File: src/rtl/core/chs_pkg.sv
package chs_pkg;

  localparam int MAX_POINTS = 64;
  localparam int COORD_BITS = 16;
  localparam int IDX_BITS   = $clog2(MAX_POINTS);
  localparam int CNT_BITS   = $clog2(MAX_POINTS + 1);
  localparam int PT_BITS    = 2 * COORD_BITS;
  localparam int SUM_BITS   = COORD_BITS + 2;
  localparam int REL_BITS   = COORD_BITS + 3;
  localparam int PROD_BITS  = 2 * REL_BITS;
  localparam int CROSS_BITS = PROD_BITS + 1;

  localparam logic [1:0] STATUS_OK    = 2'd0;
  localparam logic [1:0] STATUS_DEGEN = 2'd1;
  localparam logic [1:0] STATUS_OVF   = 2'd2;

  typedef struct packed {
    logic [CNT_BITS-1:0] count;
    logic                ovf;
  } chs_job_t;

  typedef struct packed {
    logic                en;
    logic [IDX_BITS-1:0] addr;
    logic [PT_BITS-1:0]  data;
  } chs_wr_t;

  typedef struct packed {
    logic signed [REL_BITS-1:0] ax;
    logic signed [REL_BITS-1:0] ay;
    logic signed [REL_BITS-1:0] bx;
    logic signed [REL_BITS-1:0] by;
  } chs_ops_t;

endpackage

File: src/rtl/core/chs_jobq.sv
module chs_jobq
  import chs_pkg::*;
(
  input  logic     clk,
  input  logic     rst,
  input  logic     push,
  input  chs_job_t push_job,
  input  logic     pop,
  output logic     valid,
  output chs_job_t head
);

  chs_job_t   ent [2];
  logic       rd_ptr;
  logic       wr_ptr;
  logic [1:0] fill;

  assign valid = (fill != 2'd0);
  assign head  = ent[rd_ptr];

  always_ff @(posedge clk) begin
    if (push) begin
      ent[wr_ptr] <= push_job;
    end
  end

  always_ff @(posedge clk) begin
    if (rst) begin
      rd_ptr <= 1'b0;
      wr_ptr <= 1'b0;
      fill   <= 2'd0;
    end else begin
      if (push) wr_ptr <= !wr_ptr;
      if (pop)  rd_ptr <= !rd_ptr;
      if (push && !pop) begin
        fill <= fill + 2'd1;
      end else if (pop && !push) begin
        fill <= fill - 2'd1;
      end
    end
  end

endmodule

File: config.mk
export PLATFORM = sky130hd
export DESIGN_NAME = chs_jobq
export DESIGN_NICKNAME = d
export VERILOG_FILES = /design/src/rtl/core/chs_pkg.sv /design/src/rtl/core/chs_jobq.sv
export SDC_FILE = /design/constraint.sdc
export NUM_CORES = 1
export LEC_CHECK = 0
export BUFFER_PORTS_ARGS = -buffer_cell sky130_fd_sc_hd__buf_2
export CAP_MARGIN = 25
export CORE_MARGIN = 1
export CORE_UTILIZATION = 52
export DETAILED_ROUTE_END_ITERATION = 7
export HOLD_SLACK_MARGIN = 0.15
export PLACE_DENSITY = 0.88
export SYNTH_ARGS = -nofsm -noshare
export SYNTH_HDL_FRONTEND = slang
export SYNTH_SLANG_ARGS = --single-unit
File: constraint.sdc
create_clock -name clk -period 3.9 [get_ports clk]
set_clock_uncertainty 0.1 [all_clocks]
set_input_delay 0.975 -clock clk [delete_from_list [all_inputs] [get_ports clk]]
set_output_delay 0.975 -clock clk [all_outputs]
set_load 0.01 [all_outputs]
Yosys cells after proc, flatten, opt, wreduce, memory -nomap -nowiden:

Memories as Yosys holds them, arrays and structs flattened. A register that Yosys moved wholly into a read port is not among the register bits.
Index checks and enable logic that the tools add are counted.
Widths: inputs -> output; s select.

* mux-type cells: 6
* add/sub/neg operators: 2
* reductions and logical operators: 8

Operators with widths (count)
* $logic_not 1->1: 4
* $mux 1: 4
* $mux 2: 2
* $reduce_bool 2->1: 2
* $add 2x1->2 const B: 1
* $logic_and 1x1->1: 2
* $sub 2x1->2 const B: 1

* input port bits: 12
* word-level logic and storage cells: 20
* bits in registers: 4
* memories kept: 1
* bits in writable memories: 16
* output and inout bits: 9

Memories
* ent: words 2, bits a word 8, read ports 1, clocked after memory_dff 1, write ports 1, line chs_jobq.sv:13 `chs_job_t ent [2];`

Longest topological paths before layout:

Gate-level depths: netlist of the first run.

* word-level depth: 4
* gate-level depth with buffers: 5

Worst setup path before layout of the first run:

Ideal clock, no wire load.

* path type: input -> register
* start point: input pop
* end point: register fill[1]
* slack: 1981 ps
* setup time: 70 ps
* buffers on the path: 0
* cell stages on the path: 4
* arrival time: 1749 ps
* cells stage by stage: inv_1 > ha_1 > or3_1 > a21oi_1

* longest elaborated chain between the ends: 3
* elaborated cells between the ends (all ways): 5

Ends and longest elaborated chain
* start, declared: line chs_jobq.sv:8 `input logic pop,`
* $logic_not 1->1: line chs_jobq.sv:35 `if (push && !pop) begin`
* $logic_and 1x1->1: line chs_jobq.sv:35
* $mux 2 or $reduce_bool 2->1 (tied branches)
* end signal, assigned: line chs_jobq.sv:36 `fill <= fill + 2'd1;`
* end signal, assigned: line chs_jobq.sv:38 `fill <= fill - 2'd1;`
* end, declared: line chs_jobq.sv:16 `logic [1:0] fill;`

Parallel ways exist; a longest one is shown, timed or not.
A chain may end at the register's enable or synchronous reset.

==> flow_metrics.env, run 1 <==
export IMPL_min_path_type="flop to flop"
export IMPL_drt_iter0_drc=11
export IMPL_syn2layout_area_growth_pct=18.04
export IMPL_max_freq_ghz=0.4122
export IMPL_power_density_mw_per_mm2=459.7
export IMPL_holdPathEnd="fill[1]"
export IMPL_antenna_found_initial=0
export IMPL_muxShareOfSynthArea_pct=11.59
export IMPL_synth_simple_gate_area_share_pct=5.153
export IMPL_worstSetupPathType="flop to output port"
export IMPL_start_util_pct=57.55
export IMPL_cts_clk_slew_worst_paths_ps=100
export IMPL_portBuffers=20
export IMPL_comb_power_share_pct=13.2
export IMPL_overflow=0
export IMPL_p_sw_share_pct=22.30
export IMPL_worstPathArrival_ps=1350
export IMPL_synth_top_family_by_area="multiplexers"
export IMPL_first_pass_iters=3
export IMPL_status="finished clean"
export IMPL_cp_start_kind="flop"
export IMPL_nNetsFinal=83
export IMPL_period_needed_ps=2426
export IMPL_vias=427
export IMPL_dieArea_sq_mm=0.001653
export IMPL_ff2ff_setup_slack_ps=2560
export IMPL_core_sq_mm=0.001350
export IMPL_fin_crit_sh_pct=62.21
export IMPL_rows=13
export IMPL_cts_inserted_buffers=3
export IMPL_final_cell_mix="buf_2 (20), edfxtp_1 (16), mux2_2 (8)"
export IMPL_gp_congestion=0.6289
export IMPL_antenna_cells=0
export IMPL_reg2reg_to="ent[0][2]"
export IMPL_syn_area_per_cell_sq_um=16.89
export IMPL_p_switching_w=0.00009402
export IMPL_power_w=0.0004216
export IMPL_post_cts_buffers=0
export IMPL_max_cap_violations=0
export IMPL_synth_compound_area_share_pct=1.288
export IMPL_setup_viol=0
export IMPL_dpl_hpwl_um=794.9
export IMPL_p_leak_nw=0.3656
export IMPL_syn_area_sq_um=777.0
export IMPL_rsz0062_at_grt="false"
export IMPL_clockPowerShare_pct=23.5
export IMPL_path_max_fanout=8
export IMPL_maxSlewViolCount=0
export IMPL_ys_seq_elements=21
export IMPL_cts_num_sinks=21
export IMPL_yosys_warnings=0
export IMPL_yosys_area_share_adder_pct=1.610
export IMPL_hold_viol=0
export IMPL_synth_nets=59
export IMPL_tritoncts="done"
export IMPL_grt_pass1_vias=414
export IMPL_drtAntennaViolNets=0
export IMPL_crit_required_ps=2820
export IMPL_synth_cell_types=15
export IMPL_post_cts_resized=0
export IMPL_p_int_w=0.0003276
export IMPL_dieWidth_um=40.66
export IMPL_drc=0
export IMPL_clock_root_buffer="clkbuf_4"
export IMPL_worstHoldStart="fill[1]"
export IMPL_tightest_slew_ps=684.2
export IMPL_holdWs_ps=390.0
export IMPL_r2r_start="wr_ptr"
export IMPL_grt_pass1_wl_um=1580
export IMPL_wl_per_cell_um=12.88
export IMPL_io_pins=21
export IMPL_hold_depth=2
export IMPL_end_kind="output port"
export IMPL_synthXorXnorAreaFrac_pct=4.509
export IMPL_post_drt_via_cell_ratio=5.083
export IMPL_final_common_cell="buf_2"
export IMPL_ir_worst_vdd_mv=0.2779
export IMPL_grt_start_max_net_pins=12
export IMPL_clock_path_buffers=2
export IMPL_synthCells=46
export IMPL_ctsHoldBuffers=0
export IMPL_drive_gt1_share_pct=46.38
export IMPL_relSlewSlack_pct=54.29
export IMPL_yosysSeqAreaShare_pct=74.72
export IMPL_drt_total_wl_um=1082
export IMPL_fin_tns_setup_ps=0
export IMPL_h_tree_depth=1
export IMPL_clk_latency_ps=290
export IMPL_grt_use_total_pct=15.88
export IMPL_reg2reg_depth=1
export IMPL_seqPwrFrac_pct=63.3
export IMPL_die_h_um=40.66
## registers in the layout, summed over array words and instances, names as in the netlist, named ones only
name    flops
wr_ptr      1
ent        16
rd_ptr      1
fill        2
## power by group through the flow
stage                clock, W  combinational [W]  sequential [W]
floorplan                   0          0.0000381        0.000268
global placement            0          0.0000545        0.000271
detailed placement          0          0.0000561        0.000272
CTS                  0.000102          0.0000565        0.000267
global route         0.000108          0.0000626        0.000269
finish              0.0000992          0.0000556        0.000267
## logic make-up after synthesis
kind of cell | after synthesis
buffers and inverters | 2
DFF | 21
xor gates and xnor gates | 4
adders and majority gates | 1
muxes | 8
and+or+nand+nor | 8
AOI/OAI and AO/OA | 2
## worst max-delay path by stage
stage	start	endpoint	slack [ps]	cells after the start
final	flop	head[7]	1470	2
after global routing	flop	head[5]	1390	2
after CTS	flop	head[5]	1450	2
after detailed placement	push	ent[0][1]	1740	2
after global placement	push	ent[0][3]	1750	2
after floorplan	pop	fill[1]	1980	4
## metrics by stage
stage	cells	setup slack, ps	instance area (sq um)	util [%]
global placement	80	1755	890.9	65.99
floorplan	46	1981	777.0	-
detailed placement	80	1744	890.9	65.99
finish	84	1474	917.1	67.93
CTS	84	1449	917.1	67.93
global route	84	1394	917.1	67.93
## synthesized netlist by cell type
master / instances / area (sq um)
a21oi_1: 1 / 5.000
and2_1: 1 / 6.260
buf_2: 1 / 5.000
dfxtp_1: 5 / 100.1
edfxtp_1: 16 / 480.5
ha_1: 1 / 12.51
inv_1: 1 / 3.750
mux2_2: 8 / 90.09
nor2_1: 4 / 15.01
nor2b_1: 1 / 6.260
o21ai_0: 1 / 5.000
or2_2: 1 / 6.260
or3_1: 1 / 6.260
xnor2_1: 2 / 17.52
xor2_1: 2 / 17.52
## cell type report
| cell class | instances | area [sq um] |
|---|---|---|
| multi-input cells | 23 | 187.7 |
| repair buffers | 20 | 100.1 |
| fillers | 100 | 432.9 |
| well taps | 15 | 18.77 |
| flip-flops and latches | 21 | 580.6 |
| inverters | 1 | 3.754 |
| clock buffers | 4 | 26.28 |
## routing by layer
metal  global-route usage [%]  vias to the layer above  wire, um
li1                         -                      211         -
met1                    16.67                      198       454
met2                    27.38                       16       560
met3                    4.891                        2        57
met4                    10.00                        0         9
met5                        0                        -         0
## critical path, stage by stage (launching register included)
cell and delay (ps):
dfxtp_1 540, mux2_2 380, buf_2 140
No activity file was read; power rests on OpenSTA's default activity.
==> inputs of run 2 (changes only) <==
- CORE_UTILIZATION: 52 -> 44
- PLACE_DENSITY: 0.88 -> 0.8
- clock period: 3.9 -> 2.1 ns (I/O delays scaled with it)
==> flow_metrics.env, run 2 (synthesis gave the netlist of run 1 again) <==
export IMPL_status="finished with violations"
export IMPL_violations="design-rule violations"
export IMPL_critPathMaxStageDelay_ps=540
export IMPL_wl_per_cell_um=11.78
export IMPL_crit_required_ps=1470
export IMPL_gp_congestion=0.6249
export IMPL_dieArea_sq_mm=0.001938
export IMPL_ir_worst_vdd_mv=0.4711
export IMPL_maxSlewViolCount=0
export IMPL_seq_area_sq_um=580.6
export IMPL_crit_chain="mux2_2, buf_2"
export IMPL_min_path_type="input pin to flop"
export IMPL_first_pass_iters=8
export IMPL_post_cts_resized=0
export IMPL_period_needed_ps=1969
export IMPL_drc=1
export IMPL_power_density_mw_per_mm2=845.1
export IMPL_fin_crit_sh_pct=93.75
export IMPL_clock_root_buffer="clkbuf_4"
export IMPL_cts_clk_slew_worst_paths_ps=110
export IMPL_largest_register="ent"
export IMPL_clk_latency_ps=280
export IMPL_largest_reg_flops=16
export IMPL_grt_pass1_vias=412
export IMPL_path_max_fanout=8
export IMPL_syn2layout_area_growth_pct=19.16
export IMPL_busiest_layer="met2"
export IMPL_die_h_um=44.02
export IMPL_max_cap_violations=0
export IMPL_cts_inserted_buffers=3
export IMPL_r2r_start="wr_ptr"
export IMPL_dieWidth_um=44.02
export IMPL_core_sq_mm=0.001577
export IMPL_n_fill_cell=134
export IMPL_grtUsageMet2_pct=22.35
export IMPL_antenna_found_initial=0
export IMPL_multi_input_area_sq_um=187.7
export IMPL_final_common_cell="buf_2"
export IMPL_nNetsFinal=84
export IMPL_overflow=0
export IMPL_relSlewSlack_pct=75.13
export IMPL_hold_viol=0
export IMPL_h_tree_depth=1
export IMPL_dp_cells=82
export IMPL_ff2ff_setup_slack_ps=930
export IMPL_end_kind="output port"
export IMPL_cts_num_sinks=21
export IMPL_final_cell_mix="buf_2 (20), edfxtp_1 (16), mux2_2 (8)"
export IMPL_top_regs="ent: 16 flops, fill: 2 flops"
export IMPL_crit_slowest_cell="dfxtp_1"
export IMPL_cp_top_family="flip-flops"
export IMPL_antenna_cells=0
export IMPL_crit_buf_inv=1
export IMPL_grt_use_total_pct=11.50
export IMPL_grt_pass1_wl_um=1566
export IMPL_holdPathEnd="ent[0][0]"
export IMPL_drive_gt1_share_pct=47.14
export IMPL_p_leak_nw=0.3706
export IMPL_hold_depth=1
export IMPL_start_util_pct=49.29
export IMPL_grtUsageMet1_pct=10.47
export IMPL_post_drt_via_cell_ratio=4.942
export IMPL_cp_start_kind="flop"
export IMPL_tightest_slew_ps=373.0
export IMPL_tritoncts="done"
export IMPL_grt_start_max_net_pins=12
export IMPL_portBuffers=20
export IMPL_rows=14
export IMPL_reg2reg_depth=1
export IMPL_worstSetupPathType="flop to output port"
export IMPL_instances_no_fill=86
export IMPL_ctsHoldBuffers=0
export IMPL_reg2reg_to="ent[1][5]"
export IMPL_max_freq_ghz=0.5079
export IMPL_drt_total_wl_um=1013
export IMPL_fin_tns_setup_ps=0
export IMPL_use_met3_pct=3.673
export IMPL_worstPathArrival_ps=1340
export IMPL_vias=425
export IMPL_drtAntennaViolNets=0
export IMPL_post_cts_buffers=0
export IMPL_io_pins=21
export IMPL_worstHoldStart="push_job[0]"
export IMPL_setup_viol=0
export IMPL_clock_path_buffers=2
export IMPL_drt_iter0_drc=6
export IMPL_rsz0062_at_grt="false"
-- run 2: power breakdown --
group | internal [W] | switching (W) | total [W] | leakage, nW
clock network | 0.0000736 | 0.000108 | 0.000182 | 0.0150
registers | 0.000479 | 0.0000159 | 0.000495 | 0.192
logic | 0.0000569 | 0.0000483 | 0.000105 | 0.164
-- run 2: layer usage --
layer / wire length, um / up-vias / part of all wire, %
li1: - / 212 / -
met5: 0 / - / 0
met3: 68 / 0 / 6.7
met1: 428 / 197 / 42
met4: 0 / 0 / 0
met2: 516 / 16 / 51
-- run 2: through the flow --
step / cell area (sq um) / setup slack (ps) / power, W / hold WS (ps) / util, %
6_report: 925.9 / 131.2 / 0.0007824 / 318.4 / 58.73
3_3_place_gp: 899.6 / 452.4 / 0.0006079 / 369.6 / 57.06
3_5_place_dp: 899.6 / 446.6 / 0.0006117 / 378.6 / 57.06
2_1_floorplan: 777.0 / 631.3 / 0.0005680 / 347.4 / -
5_1_grt: 925.9 / 50.15 / 0.0008169 / 305.3 / 58.73
4_1_cts: 925.9 / 110.6 / 0.0007912 / 312.3 / 58.73
-- run 2: worst max path at each step --
stage                     from       to  slack, ps  depth (start not counted)
after floorplan            pop  fill[1]        630                          4
after global placement    flop  head[2]        450                          2
after detailed placement  push  fill[1]        450                          4
after CTS                 flop  head[0]        110                          2
after global routing      flop  head[2]         50                          2
final                     flop  head[2]        130                          2
-- run 2: area by class of cell --
class | count | area share [%]
Clock buffer | 4 | 2.838
Inverter | 1 | 0.4054
Multi-Input combinational cell | 23 | 20.27
Sequential cell | 21 | 62.70
Tap cell | 16 | 2.162
Timing Repair Buffer | 21 | 11.62
==> inputs of run 3 (changes only) <==
--- a/config.mk
+++ b/config.mk
@@ -7,2 +7,3 @@
 export LEC_CHECK = 0
+export ABC_CLOCK_PERIOD_IN_PS = 2100
 export BUFFER_PORTS_ARGS = -buffer_cell sky130_fd_sc_hd__buf_2
--- a/constraint.sdc
+++ b/constraint.sdc
@@ -4,2 +4,2 @@
 set_output_delay 0.525 -clock clk [all_outputs]
-set_load 0.01 [all_outputs]
+set_load 0.05 [all_outputs]
==> flow_metrics.env, run 3 (synthesis gave the netlist of run 1 again) <==
export IMPL_min_path_type="input pin to flop"
export IMPL_max_freq_ghz=0.5234
export IMPL_first_pass_iters=6
export IMPL_final_common_cell="buf_2"
export IMPL_power_w=0.0008457
export IMPL_end_kind="output port"
export IMPL_hold_viol=0
export IMPL_ir_worst_vdd_mv=0.4767
export IMPL_seq_area_sq_um=581.8
export IMPL_fin_tns_setup_ps=0
export IMPL_n_fill_cell=136
export IMPL_vias=427
export IMPL_reg2reg_to="ent[1][3]"
export IMPL_multi_input_area_sq_um=187.7
export IMPL_drive_gt1_share_pct=48.57
export IMPL_wl_per_cell_um=11.38
export IMPL_use_met3_pct=4.082
export IMPL_gp_congestion=0.6441
export IMPL_overflow=0
export IMPL_period_needed_ps=1911
export IMPL_h_tree_depth=1
export IMPL_setup_viol=0
export IMPL_ff2ff_setup_slack_ps=940
export IMPL_drtAntennaViolNets=0
export IMPL_nNetsFinal=84
export IMPL_place_ws_ps=382.7
export IMPL_top_regs="ent: 16 flops, fill: 2 flops"
export IMPL_rows=14
export IMPL_drt_total_wl_um=979
export IMPL_largest_reg_flops=16
export IMPL_busiest_layer="met2"
export IMPL_post_cts_resized=0
export IMPL_worstSetupPathType="flop to output port"
export IMPL_cts_clk_slew_worst_paths_ps=100
export IMPL_die_h_um=44.02
export IMPL_dp_cells=82
export IMPL_clk_latency_ps=290
export IMPL_grtUsageMet1_pct=11.81
export IMPL_largest_register="ent"
export IMPL_dieWidth_um=44.02
export IMPL_crit_chain="mux2_2, buf_2"
export IMPL_worstPathArrival_ps=1290
export IMPL_ctsHoldBuffers=0
export IMPL_rsz0062_at_grt="false"
export IMPL_syn2layout_area_growth_pct=19.32
export IMPL_crit_required_ps=1470
export IMPL_antenna_found_initial=0
export IMPL_p_leak_nw=0.3709
export IMPL_grt_pass1_vias=389
export IMPL_start_util_pct=49.29
export IMPL_maxSlewViolCount=0
export IMPL_setup_ws_ps=189.3
export IMPL_cp_top_family="flip-flops"
export IMPL_core_sq_mm=0.001577
export IMPL_crit_slowest_cell="dfxtp_2"
export IMPL_grt_start_max_net_pins=12
export IMPL_drc=0
export IMPL_clock_path_buffers=2
export IMPL_power_density_mw_per_mm2=912.1
export IMPL_tritoncts="done"
export IMPL_final_cell_mix="buf_2 (20), edfxtp_1 (16), mux2_2 (8)"
export IMPL_path_depth=2
export IMPL_crit_buf_inv=1
export IMPL_critPathMaxStageDelay_ps=440
export IMPL_antenna_cells=0
export IMPL_io_pins=21
export IMPL_final_area_sq_um=927.1
export IMPL_fin_crit_sh_pct=90.98
export IMPL_tightest_slew_ps=369.7
export IMPL_portBuffers=20
export IMPL_drt_iter0_drc=6
export IMPL_r2r_start="wr_ptr"
export IMPL_post_drt_via_cell_ratio=4.965
export IMPL_instances_no_fill=86
export IMPL_cp_start_kind="flop"
export IMPL_grtUsageMet2_pct=18.53
export IMPL_reg2reg_depth=1
export IMPL_cts_inserted_buffers=3
export IMPL_clock_root_buffer="clkbuf_4"
export IMPL_endpoint="head[6]"
export IMPL_cts_num_sinks=21
export IMPL_placed_area_sq_um=899.6
export IMPL_path_max_fanout=8
export IMPL_post_cts_buffers=0
export IMPL_dieArea_sq_mm=0.001938
export IMPL_max_cap_violations=0
export IMPL_grt_pass1_wl_um=1511
export IMPL_grt_use_total_pct=11.66
export IMPL_status="finished clean"
export IMPL_relSlewSlack_pct=75.35
-- run 3: cell count changes in the layout (fill, tap and decap cells not counted) --
cell     previous run  this run
dfxtp_2             0         1
dfxtp_1             5         4
-- run 3: worst min-delay path by stage --
stage | start | to | slack [ps] | cells after the start
detailed placement | fill[1] | fill[1] | 380 | 2
global route | push_job[5] | ent[1][5] | 290 | 1
finish | push_job[1] | ent[0][1] | 320 | 1
global placement | fill[1] | fill[1] | 370 | 2
floorplan | fill[1] | fill[1] | 350 | 2
CTS | push_job[1] | ent[0][1] | 310 | 1
-- run 3: final cells by class --
class                           instances  area share, %
Timing Repair Buffer                   21          11.61
Tap cell                               16          2.159
Sequential cell                        21          62.75
Clock buffer                            4          2.834
Multi-Input combinational cell         23          20.24
Inverter                                1         0.4049
-- run 3: power by group --
part	internal (W)	total, W	switching [W]
combinational	0.0000572	0.000170	0.000113
sequential	0.000480	0.000495	0.0000154
clock	0.0000737	0.000180	0.000106
total	0.000611	0.000846	0.000235
-- run 3: through the flow --
step | hold WS (ps) | utilization, %
after floorplan | 347.4 | -
after global placement | 367.8 | 57.06
after detailed placement | 377.1 | 57.06
after CTS | 305.9 | 58.73
after global routing | 291.7 | 58.81
final | 315.9 | 58.81
-- run 3: layer usage --
metal	part of all wire [%]	vias up	wire (um)
li1	-	217	-
met1	43	194	417
met2	48	14	474
met3	8.0	2	78
met4	1.0	0	10
met5	0	-	0
