==> src/rtl/core/chs_pkg.sv <==
package chs_pkg;

  localparam int MAX_POINTS = 64;
  localparam int COORD_BITS = 16;
  localparam int IDX_BITS   = $clog2(MAX_POINTS);
  localparam int CNT_BITS   = $clog2(MAX_POINTS + 1);
  localparam int PT_BITS    = 2 * COORD_BITS;
  localparam int SUM_BITS   = COORD_BITS + 2;
  localparam int REL_BITS   = COORD_BITS + 3;
  localparam int PROD_BITS  = 2 * REL_BITS;
  localparam int CROSS_BITS = PROD_BITS + 1;

  localparam logic [1:0] STATUS_OK    = 2'd0;
  localparam logic [1:0] STATUS_DEGEN = 2'd1;
  localparam logic [1:0] STATUS_OVF   = 2'd2;

  typedef struct packed {
    logic [CNT_BITS-1:0] count;
    logic                ovf;
  } chs_job_t;

  typedef struct packed {
    logic                en;
    logic [IDX_BITS-1:0] addr;
    logic [PT_BITS-1:0]  data;
  } chs_wr_t;

  typedef struct packed {
    logic signed [REL_BITS-1:0] ax;
    logic signed [REL_BITS-1:0] ay;
    logic signed [REL_BITS-1:0] bx;
    logic signed [REL_BITS-1:0] by;
  } chs_ops_t;

endpackage

==> src/rtl/core/chs_front.sv <==
module chs_front
  import chs_pkg::*;
(
  input  logic                         clk,
  input  logic                         rst,
  input  logic                         take,
  input  logic signed [COORD_BITS-1:0] point_x,
  input  logic signed [COORD_BITS-1:0] point_y,
  input  logic                         last_point,
  output chs_wr_t                      wr,
  output logic                         push,
  output chs_job_t                     push_job
);

  logic [CNT_BITS-1:0] cnt;
  logic                ovf;
  logic                full;

  assign full          = (cnt == CNT_BITS'(MAX_POINTS));
  assign wr.en         = take && !full;
  assign wr.addr       = cnt[IDX_BITS-1:0];
  assign wr.data       = {point_x, point_y};
  assign push          = take && last_point;
  assign push_job.count = full ? cnt : cnt + CNT_BITS'(1);
  assign push_job.ovf   = ovf || full;

  always_ff @(posedge clk) begin
    if (rst) begin
      cnt <= '0;
      ovf <= 1'b0;
    end else if (take) begin
      if (last_point) begin
        cnt <= '0;
        ovf <= 1'b0;
      end else if (full) begin
        ovf <= 1'b1;
      end else begin
        cnt <= cnt + CNT_BITS'(1);
      end
    end
  end

endmodule

==> config.mk <==
export PLATFORM = sky130hd
export DESIGN_NAME = chs_front
export DESIGN_NICKNAME = d
export VERILOG_FILES = /design/src/rtl/core/chs_pkg.sv /design/src/rtl/core/chs_front.sv
export SDC_FILE = /design/constraint.sdc
export NUM_CORES = 1
export LEC_CHECK = 0
export BUFFER_PORTS_ARGS = -buffer_cell sky130_fd_sc_hd__buf_2
export CORE_MARGIN = 2
export CORE_UTILIZATION = 34
export CTS_CLUSTER_SIZE = 28
export DETAILED_ROUTE_END_ITERATION = 10
export HOLD_SLACK_MARGIN = 0.12
export PLACE_DENSITY = 0.81
export SLEW_MARGIN = 20
export SYNTH_ARGS = -nofsm -noshare
export SYNTH_HDL_FRONTEND = slang
export SYNTH_SLANG_ARGS = --single-unit
==> constraint.sdc <==
create_clock -name clk -period 3 [get_ports clk]
set_input_delay 0.3 -clock clk [delete_from_list [all_inputs] [get_ports clk]]
set_output_delay 0.3 -clock clk [all_outputs]
set_load 0.02 [all_outputs]
# Word level (Yosys, flattened, before mapping)
# Index checks and enable logic that the tools add are counted.
[totals]
output_inout_bits = 48
word_cells = 14
register_bits = 8
in_bits = 36
latch_bits = 0
mem_bits_ro = 0
n_memories = 0
ram_bits = 0
[op_classes]
n_div = 0
n_eq_ne = 1
n_addsub = 1
bitwise_logic = 0
muxes = 4
n_mul = 0
n_lt_le_gt_ge = 0
shifts = 0
n_reduce_logical = 6
[op_table]
columns = ["cell", "count"]
rows = [
  ["7-bit 2-to-1 mux", 2],
  ["7-bit by 1-bit adder with 7-bit output, second input constant", 1],
  ["7-bit equality test, second input constant", 1],
  ["1-bit logical AND", 2],
  ["1-bit 2-to-1 mux", 2],
  ["2-bit AND reduction", 1],
  ["2-bit nonzero test", 1],
  ["1-bit logical NOT", 1],
  ["1-bit logical OR", 1],
]

# Logic depth before layout (Yosys ltp)
# Gate-level depths: netlist of the first run.
[depth]
depth_word = 3
ltp_mapped = 5
ltp_nobuf = 5

# Least setup slack after synthesis of the first run
# No wires, ideal clock.
[synth_timing]
path_kind = "register to output"
from = "reg cnt[2]"
to = "out push_job[1] in the netlist's numbering"
n_path_buf = 0
setup_slack_ps = 1284
arrival_time_ps = 1416
required_ps = 2700
path_stages_with_launch = 4
path_cell_list = "dfxtp_1 -> nor4_2 -> nand3_1 -> xnor2_1"
[synth_lines]
columns = ["element", "line_no", "source"]
rows = [
  ["start: declaration", "chs_front.sv:15", "logic [CNT_BITS-1:0] cnt;"],
  ["start signal: assignment", "chs_front.sv:38", "cnt <= cnt + CNT_BITS'(1);"],
  ["end: declaration", "chs_front.sv:12", "output chs_job_t push_job"],
]

==> flow_summary_export.csv, run 1 <==
group,metric,value,unit
setup_path,timing.rr.end,"cnt[6]$_SDFFE_PP0P_",
job,maxCapViolCount,0,
worst_hold_path,hold_class,"in -> reg",
global_routing,grt_pass1_wl,2.635,mm
power_and_ir_drop,p_leak,0.3034,nW
clock_tree,tritoncts.num_buffers,3,
setup_path,cp_slowest_cell,"nor4_2",
setup_path,r2r_start,"cnt[0]$_SDFFE_PP0P_",
place,placed_cell_area,648.1,sq um
sta,setup_tns,0,ns
synth,synth_seq_cells,8,
detailed_routing,drt-vias-per-instance,5.277,
detailed_routing,initialDrtViolationCount,8,
finish,design_area,670.6,sq um
sta,fin_crit_sh,68.61,%
synth,netlist_area,814.5,sq um
synth,seq_area_frac_synth,19.66,%
synth,synthTopCellsByArea,"buf_4, dfxtp_1, xnor2_1",
synth,syn-num-nets,141,
setup_path,crit_arrival,1.76,ns
power_and_ir_drop,power,0.2246,mW
global_routing,grt-ovfl-total,0,
sta,relSlewSlack,64.96,%
synth,async_flop_share,0,%
sta,rsz0062_at_grt,"false",
finish,n_antenna_cell,0,
setup_path,slowest_delay,0.55,ns
global_routing,antenna_found_initial,0,
synth,synth_common_cells,"buf_4, dfxtp_1",
synth,synth_top_cell_area_share,35.02,%
clock_tree,post-cts-setup-buffers,0,
sta,drv_slew,0,
global_routing,grt.total_usage,13.26,%
worst_hold_path,hp-start,"rst",
sta,worst_slack,0.9418,ns
clock_tree,hold_buffers,0,
detailed_routing,drtAntennaViolNets,0,
power_and_ir_drop,p_per_area,334.9,nW/um^2
detailed_routing,drc,0,
floorplan,boundaryPins,84,
sta,period_needed,2.058,ns
place,place_inst,109,
finish,fill_cells,246,
setup_path,start_kind,"register",
setup_path,worst-r2r-cell-count,4,
synth,synth_edf_count,0,
detailed_routing,vias,591,
clock_tree,cts_tree,"yes",
sta,skew,0.004552,ns
global_routing,grt_pass1_vias,561,
floorplan,core-area,2233,sq um
worst_hold_path,hold_depth,2,
place,port_buffers,19,
worst_hold_path,whs_endpoint,"cnt[5]$_SDFFE_PP0P_",
detailed_routing,firstDrtPassIters,4,
setup_path,reg2reg_slack,1.40,ns
finish,instances_no_fill,112,
detailed_routing,wl_per_cell,15.45,microns
place,place_ws,1.226,ns
sta,setup_violations,0,
synth,yosysTopAreaCell,"buf_4",
clock_tree,path_clk_slew,0.06,ns
synth,yosysMostFrequentCell,"buf_4",
setup_path,required,2.70,ns
finish,area_growth,-17.67,%
clock_tree,cts_sinks,8,
floorplan,die_width,52.95,microns
clock_tree,cts_max_path_buffers,2,
sta,finalHoldViolCount,0,
setup_path,crit_type,"reg -> out",
synth,yosys_warnings,0,
floorplan,die-area,2803,sq um
detailed_routing,routed_wl,1.730,mm
clock_tree,cts_max_level,1,
global_routing,grt_max_degree,14,
synth,synth.distinct_cells,30,
synth,yosys_most_used_dff,"dfxtp_1",
power_and_ir_drop,ir_drop,170.7,uV
clock_tree,cts-root-buf,"clkbuf_4",
synth,netlist_instances,103,
setup_path,path_cells,"nor4_2 > nand3_1 > and2_1 > buf_2",
finish,final_layout_size_suffix_gt1_share,28.57,%
finish,nets,124,
sta,fmax,485.9,MHz
place,gp_congestion,0.7724,
place,hpwl,1.345,mm
run_status,outcome,"finished, final reports clean",
sta,tightest_slew,0.5213,ns
floorplan,start_util,36.47,%
clock_tree,clock_latency,0.26,ns
setup_path,cp_max_fo,8,
floorplan,die-height,52.95,microns
synth,syn_area_per_cell,7.908,sq um
setup_path,worst_setup_path_end_kind,"primary output",
floorplan,rows,17,
clock_tree,cts_resized,0,
sequential cells by signal, summed over array words and instances (netlist names):
signal,flops
cnt,7
ovf,1
final cells by class:
cell class              instances  area (sq um)  area share [%]
clock buffers                   3         22.52           3.358
inverters                       3         11.26           1.679
multi-input cells              51         346.6           51.68
flip-flops and latches          8         160.2           23.88
well taps                      28         35.03           5.224
repair buffers                 19         95.09           14.18
cell usage in the layout (no fill, tap or decap), drive strengths merged, types with 2 or more instances in the layout:
cell type / instances
or4: 2
a31oi: 4
nor2: 4
nand2b: 4
a21o: 2
buf: 19
nand2: 4
nor2b: 3
inv: 3
xnor2: 4
nand3: 5
clkbuf: 3
ha: 2
xor2: 2
nor3b: 2
dfxtp: 8
worst max-delay path by stage:
| stage | from | to | slack (ns) | depth (start not counted) |
|---|---|---|---|---|
| after floorplan | cnt[2]$_SDFFE_PP0P_ | push_job[1] | 1.28 | 3 |
| after global placement | cnt[2]$_SDFFE_PP0P_ | wr[38] | 1.29 | 4 |
| after detailed placement | cnt[2]$_SDFFE_PP0P_ | wr[38] | 1.23 | 4 |
| after CTS | cnt[2]$_SDFFE_PP0P_ | wr[38] | 0.93 | 4 |
| after global routing | cnt[2]$_SDFFE_PP0P_ | wr[38] | 0.81 | 4 |
| final | cnt[2]$_SDFFE_PP0P_ | wr[38] | 0.94 | 4 |
per-stage QoR:
step	util, %	hold WS (ns)
after floorplan	-	0.4805
after global placement	29.02	0.5140
after detailed placement	29.02	0.5120
after CTS	30.03	0.3217
after global routing	30.03	0.3510
final	30.03	0.3318
cells by family after synthesis:
family	synth area share (%)
flops	19.66
simple gates	21.04
compound gates	11.98
fa+ha+maj	3.072
buf+inv	37.79
xor+xnor	6.452
critical path, delay by kind of cell (launching register included):
kind / cells / cell delay [ns]
buf+inv: 1 / 0.15
flops: 1 / 0.39
simple gates: 3 / 0.97
power by group:
group          switching [mW]  total (mW)  internal [mW]
clock                  0.0402      0.0863         0.0460
sequential            0.00233       0.110          0.107
combinational          0.0188      0.0286        0.00989
routing by layer:
layer	vias to the layer above	routed length (microns)	track usage [%]
li1	273	-	-
met1	256	576	13.29
met2	46	781	18.33
met3	16	246	7.062
met4	0	127	14.53
met5	-	0	0
Note: power is estimated with default switching activity, not from simulation.
==> inputs of run 2 (changes only) <==
clock period = 1.9 ns   (was 3 ns; I/O delays follow)
==> run 2 against run 1 <==
  * Largest power group unchanged
  * Non-clock buffer count grew 1
  * Clock skew shrank 0.0027 ns
  * Wire length grew 1.8%
  * Sequential share of layout area shrank 0.35 points
  * Global-route usage shrank 0.71 points
  * Critical endpoint is now push_job[1]
  * Register-to-register slack lost 1.0 ns
  * Setup slack lost 0.84 ns
==> flow_summary_export.csv, run 2 (synthesized netlist as in run 1, its figures left out) <==
group,metric,value,unit
run_status,outcome,"finished, final reports clean",
job,maxCapViolCount,0,
detailed_routing,drt-vias-per-instance,5.292,
sta,holdWs,0.2135,ns
clock_tree,cts_tree,"yes",
clock_tree,cts-root-buf,"clkbuf_4",
floorplan,die-area,2803,sq um
setup_path,worst_setup_path_end_kind,"primary output",
detailed_routing,routed_wl,1.761,mm
sta,tightest_slew,0.3454,ns
floorplan,rows,17,
worst_hold_path,hold_depth,2,
floorplan,boundaryPins,84,
place,port_buffers,19,
setup_path,crit_cells,5,
setup_path,slowest_delay,0.47,ns
setup_path,cp_slowest_cell,"dfxtp_1",
power_and_ir_drop,power,0.3592,mW
setup_path,path_cells,"inv_1 > ha_1 > nand3_1 > xnor2_1 > buf_2",
floorplan,die-height,52.95,microns
finish,top_regs,"cnt x7, ovf x1",
setup_path,cp_top_family,"flip-flops",
sta,period_needed,1.801,ns
clock_tree,cts_sinks,8,
global_routing,grt.total_usage,12.55,%
detailed_routing,initialDrtViolationCount,7,
clock_tree,path_clk_slew,0.06,ns
sta,relSlewSlack,76.94,%
detailed_routing,drc,0,
setup_path,timing.rr.end,"cnt[6]$_SDFFE_PP0P_",
place,placed_cell_area,655.6,sq um
detailed_routing,vias,598,
setup_path,worst-r2r-cell-count,4,
finish,final_layout_size_suffix_gt1_share,30.59,%
detailed_routing,wl_met2,836,microns
sta,rsz0062_at_grt,"false",
clock_tree,tritoncts.num_buffers,3,
sta,fmax,555.3,MHz
setup_path,required,1.71,ns
finish,regMostFlops,"cnt",
clock_tree,post-cts-setup-buffers,0,
power_and_ir_drop,ir_drop,187.0,uV
finish,nets,125,
detailed_routing,drtAntennaViolNets,0,
finish,largest_reg_flops,7,
finish,final_common_cell,"buf_2",
worst_hold_path,whs_endpoint,"cnt[5]$_SDFFE_PP0P_",
detailed_routing,wl_met1,631,microns
finish,area_growth,-16.44,%
place,hpwl,1.355,mm
place,gp_congestion,0.8461,
detailed_routing,wl_per_cell,15.58,microns
setup_path,cp_max_fo,9,
clock_tree,hold_buffers,0,
sta,drv_slew,0,
setup_path,crit_type,"reg -> out",
setup_path,worst-path-buf-inv,2,
detailed_routing,dr_wl_met3,177,microns
finish,design_area,680.7,sq um
worst_hold_path,hp-start,"rst",
floorplan,start_util,36.47,%
detailed_routing,highest_layer,"met4",
setup_path,crit_arrival,1.61,ns
sta,fin_crit_sh,94.78,%
clock_tree,cts_max_level,1,
clock_tree,cts_max_path_buffers,2,
clock_tree,clock_latency,0.26,ns
floorplan,die_width,52.95,microns
global_routing,antenna_found_initial,0,
sta,skew,0.001860,ns
sta,finalHoldViolCount,0,
power_and_ir_drop,p_per_area,527.7,nW/um^2
global_routing,grt_pass1_wl,2.442,mm
sta,setup_violations,0,
detailed_routing,firstDrtPassIters,4,
global_routing,grt_pass1_vias,533,
power_and_ir_drop,p_leak,0.3047,nW
floorplan,core-area,2233,sq um
finish,final_cell_mix,"buf_2, dfxtp_1",
global_routing,grt_max_degree,14,
setup_path,r2r_start,"cnt[0]$_SDFFE_PP0P_",
global_routing,grt-ovfl-total,0,
worst_hold_path,hold_class,"in -> reg",
sta,setup_tns,0,ns
setup_path,reg2reg_slack,0.35,ns
finish,n_antenna_cell,0,
setup_path,start_kind,"register",
==> run 2: changes by cell type in the layout (fill, tap and decap cells not counted) <==
| cell | previous run | this run |
|---|---|---|
| buf_4 | 0 | 1 |
| ha_1 | 2 | 1 |
| ha_2 | 0 | 1 |
==> run 2: metal layers <==
layer  track usage, %  vias to the layer above
met1            12.27                      267
met3            6.215                       18
met4            14.53                        0
li1                 -                      273
met5                0                        -
met2            17.71                       40
==> run 2: worst max path at each step <==
stage / start / end / slack, ns
3_5_place_dp: cnt[0]$_SDFFE_PP0P_ / cnt[6]$_SDFFE_PP0P_ / 0.34
2_1_floorplan: cnt[2]$_SDFFE_PP0P_ / push_job[1] / 0.29
4_1_cts: cnt[0]$_SDFFE_PP0P_ / push_job[1] / 0.11
5_1_grt: cnt[0]$_SDFFE_PP0P_ / push_job[1] / 0.02
6_report: cnt[0]$_SDFFE_PP0P_ / push_job[1] / 0.1
3_3_place_gp: cnt[0]$_SDFFE_PP0P_ / cnt[6]$_SDFFE_PP0P_ / 0.42
==> run 2: power by group <==
group | internal (mW) | leakage, nW | total, mW | switching [mW]
clock network | 0.0730 | 0.0138 | 0.140 | 0.0675
registers | 0.169 | 0.0646 | 0.173 | 0.00359
logic | 0.0157 | 0.226 | 0.0457 | 0.0300
total | 0.258 | 0.305 | 0.359 | 0.101
==> run 2: final cells by class <==
class,count,area [sq um]
Clock buffer,3,22.52
Fill cell,248,1553
Sequential cell,8,160.2
Tap cell,28,35.03
Multi-Input combinational cell,51,349.1
Timing Repair Buffer,20,102.6
Inverter,3,11.26
==> run 2: timing repair <==
item                                    4_1_cts  5_1_grt
resized for setup                             0        1
hold endpoints to repair                      0        0
endpoints found under the setup margin        0        1
==> run 2: per-stage QoR <==
step / setup slack [ns] / cells / utilization (%)
3_5_place_dp: 0.3450 / 110 / 29.36
4_1_cts: 0.1080 / 113 / 30.36
2_1_floorplan: 0.2940 / 103 / -
5_1_grt: 0.02070 / 113 / 30.48
3_3_place_gp: 0.4189 / 110 / 29.36
6_report: 0.09911 / 113 / 30.48
==> inputs of run 3 (changes only) <==
CELL_PAD_IN_SITES_DETAIL_PLACEMENT = 1   (was default)
CELL_PAD_IN_SITES_GLOBAL_PLACEMENT = 1   (was default)
CORE_UTILIZATION = 22   (was 34)
PLACE_DENSITY = 0.82   (was 0.81)
==> run 3 against run 2 <==
  * Register-to-register slack got worse by 0.04 ns
  * Clock power grew 51%
  * Sequential share of layout area down 1.3 points
  * Clock-buffer cell count unchanged
  * Die area rose by 50%
  * Flip-flop and latch count is the same
  * Combinational power hardly changed
  * Core utilization decreased by 10 points
  * Clock skew is 0.00059 ns lower
  * Wire length down 8.3%
  * Critical path type unchanged
  * Critical endpoint unchanged
  * Largest cell class unchanged
  * Highest routed layer unchanged
==> flow_summary_export.csv, run 3 (synthesized netlist as in run 1, its figures left out) <==
group,metric,value,unit
place,port_buffers,19,
detailed_routing,vias,576,
floorplan,rows,22,
global_routing,grt_pass1_wl,2.691,mm
clock_tree,tritoncts.num_buffers,3,
sta,drv_slew,0,
sta,setup_violations,0,
sta,period_needed,1.759,ns
place,hpwl,1.217,mm
run_status,outcome,"finished, final reports clean",
clock_tree,cts_max_level,1,
clock_tree,cts_max_path_buffers,2,
finish,n_antenna_cell,0,
setup_path,start_kind,"register",
finish,area_growth,-11.37,%
global_routing,antenna_found_initial,0,
finish,fin_util,20.02,%
global_routing,grt_pass1_vias,569,
sta,relSlewSlack,77.84,%
clock_tree,cts-root-buf,"clkbuf_8",
floorplan,die_width,64.85,microns
clock_tree,cts_sinks,8,
power_and_ir_drop,p_leak,0.3153,nW
finish,final_common_cell,"buf_2",
setup_path,cp_slowest_cell,"dfxtp_1",
floorplan,start_util,22.59,%
floorplan,die-area,4205,sq um
finish,nets,125,
finish,fill_cells,445,
detailed_routing,drt-vias-per-instance,4.331,
setup_path,crit_type,"reg -> out",
finish,final_layout_size_suffix_gt1_share,29.41,%
clock_tree,path_clk_slew,0.04,ns
detailed_routing,routed_wl,1.614,mm
sta,holdWs,0.2496,ns
sta,skew,0.001266,ns
global_routing,grt.total_usage,8.476,%
floorplan,core-area,3606,sq um
sta,tightest_slew,0.3319,ns
finish,largest_reg_flops,7,
setup_path,worst_setup_path_end_kind,"primary output",
floorplan,boundaryPins,84,
clock_tree,cts_resized,0,
power_and_ir_drop,p_per_area,597.7,nW/um^2
setup_path,crit_arrival,1.57,ns
detailed_routing,firstDrtPassIters,4,
setup_path,worst-path-buf-inv,2,
sta,fmax,568.5,MHz
finish,top_regs,"cnt x7, ovf x1",
place,placed_cell_area,680.7,sq um
detailed_routing,drc,0,
setup_path,required,1.71,ns
clock_tree,cts_tree,"yes",
sta,setup_tns,0,ns
setup_path,cp_top_family,"flip-flops",
job,maxCapViolCount,0,
sta,finalHoldViolCount,0,
finish,regMostFlops,"cnt",
sta,rsz0062_at_grt,"false",
detailed_routing,wl_per_cell,12.14,microns
finish,final_cell_mix,"buf_2, dfxtp_1",
sta,fin_crit_sh,92.59,%
clock_tree,clock_latency,0.23,ns
power_and_ir_drop,ir_drop,141.8,uV
floorplan,die-height,64.85,microns
setup_path,slowest_delay,0.46,ns
global_routing,grt_max_degree,14,
clock_tree,hold_buffers,0,
worst_hold_path,hold_class,"in -> reg",
global_routing,grt-ovfl-total,0,
detailed_routing,drtAntennaViolNets,0,
detailed_routing,initialDrtViolationCount,12,
finish,design_area,721.9,sq um
clock_tree,post-cts-setup-buffers,0,
setup_path,cp_max_fo,9,
setup_path,path_cells,"inv_1 > ha_1 > nand3_1 > xnor2_1 > buf_2",
place,gp_congestion,0.8332,
-- run 3: cell count changes in the layout (fill, tap and decap cells not counted) --
cell | before | now
clkbuf_4 | 3 | 0
clkbuf_8 | 0 | 3
ha_1 | 1 | 2
ha_2 | 1 | 0
-- run 3: layer usage --
layer	wire, microns	vias up	track usage [%]
met5	0	-	0
li1	-	276	-
met3	150	11	1.910
met4	76	0	9.043
met1	681	269	9.694
met2	706	20	12.37
-- run 3: final timing paths --
path / from / endpoint / slack [ns] / depth (start not counted)
max: cnt[0]$_SDFFE_PP0P_ / push_job[1] / 0.14 / 5
min: rst / cnt[1]$_SDFFE_PP0P_ / 0.25 / 2
max reg2reg: cnt[0]$_SDFFE_PP0P_ / cnt[6]$_SDFFE_PP0P_ / 0.31 / 4
min reg2reg: ovf$_SDFFE_PP0P_ / ovf$_SDFFE_PP0P_ / 0.51 / 2
-- run 3: cell type report --
class | count | area (sq um) | area share, %
timing repair buffer | 20 | 102.6 | 14.21
sequential | 8 | 160.2 | 22.18
clock buffer | 3 | 41.29 | 5.719
inverter | 3 | 11.26 | 1.560
tap | 48 | 60.06 | 8.319
multi-input combinational | 51 | 346.6 | 48.01
-- run 3: report_power, final --
group	leakage [nW]	internal (mW)	total, mW	switching (mW)
logic	0.229	0.0156	0.0458	0.0302
clock network	0.0216	0.138	0.212	0.0740
registers	0.0646	0.170	0.174	0.00350
total	0.315	0.324	0.431	0.108
-- run 3: metrics by stage --
step                power, mW  std cells  setup WS [ns]
detailed placement     0.2233        130         0.3174
CTS                    0.4413        133         0.1226
finish                 0.4315        133         0.1409
global route           0.4522        133        0.01953
floorplan              0.3072        103         0.2940
global placement       0.2233        130         0.3905
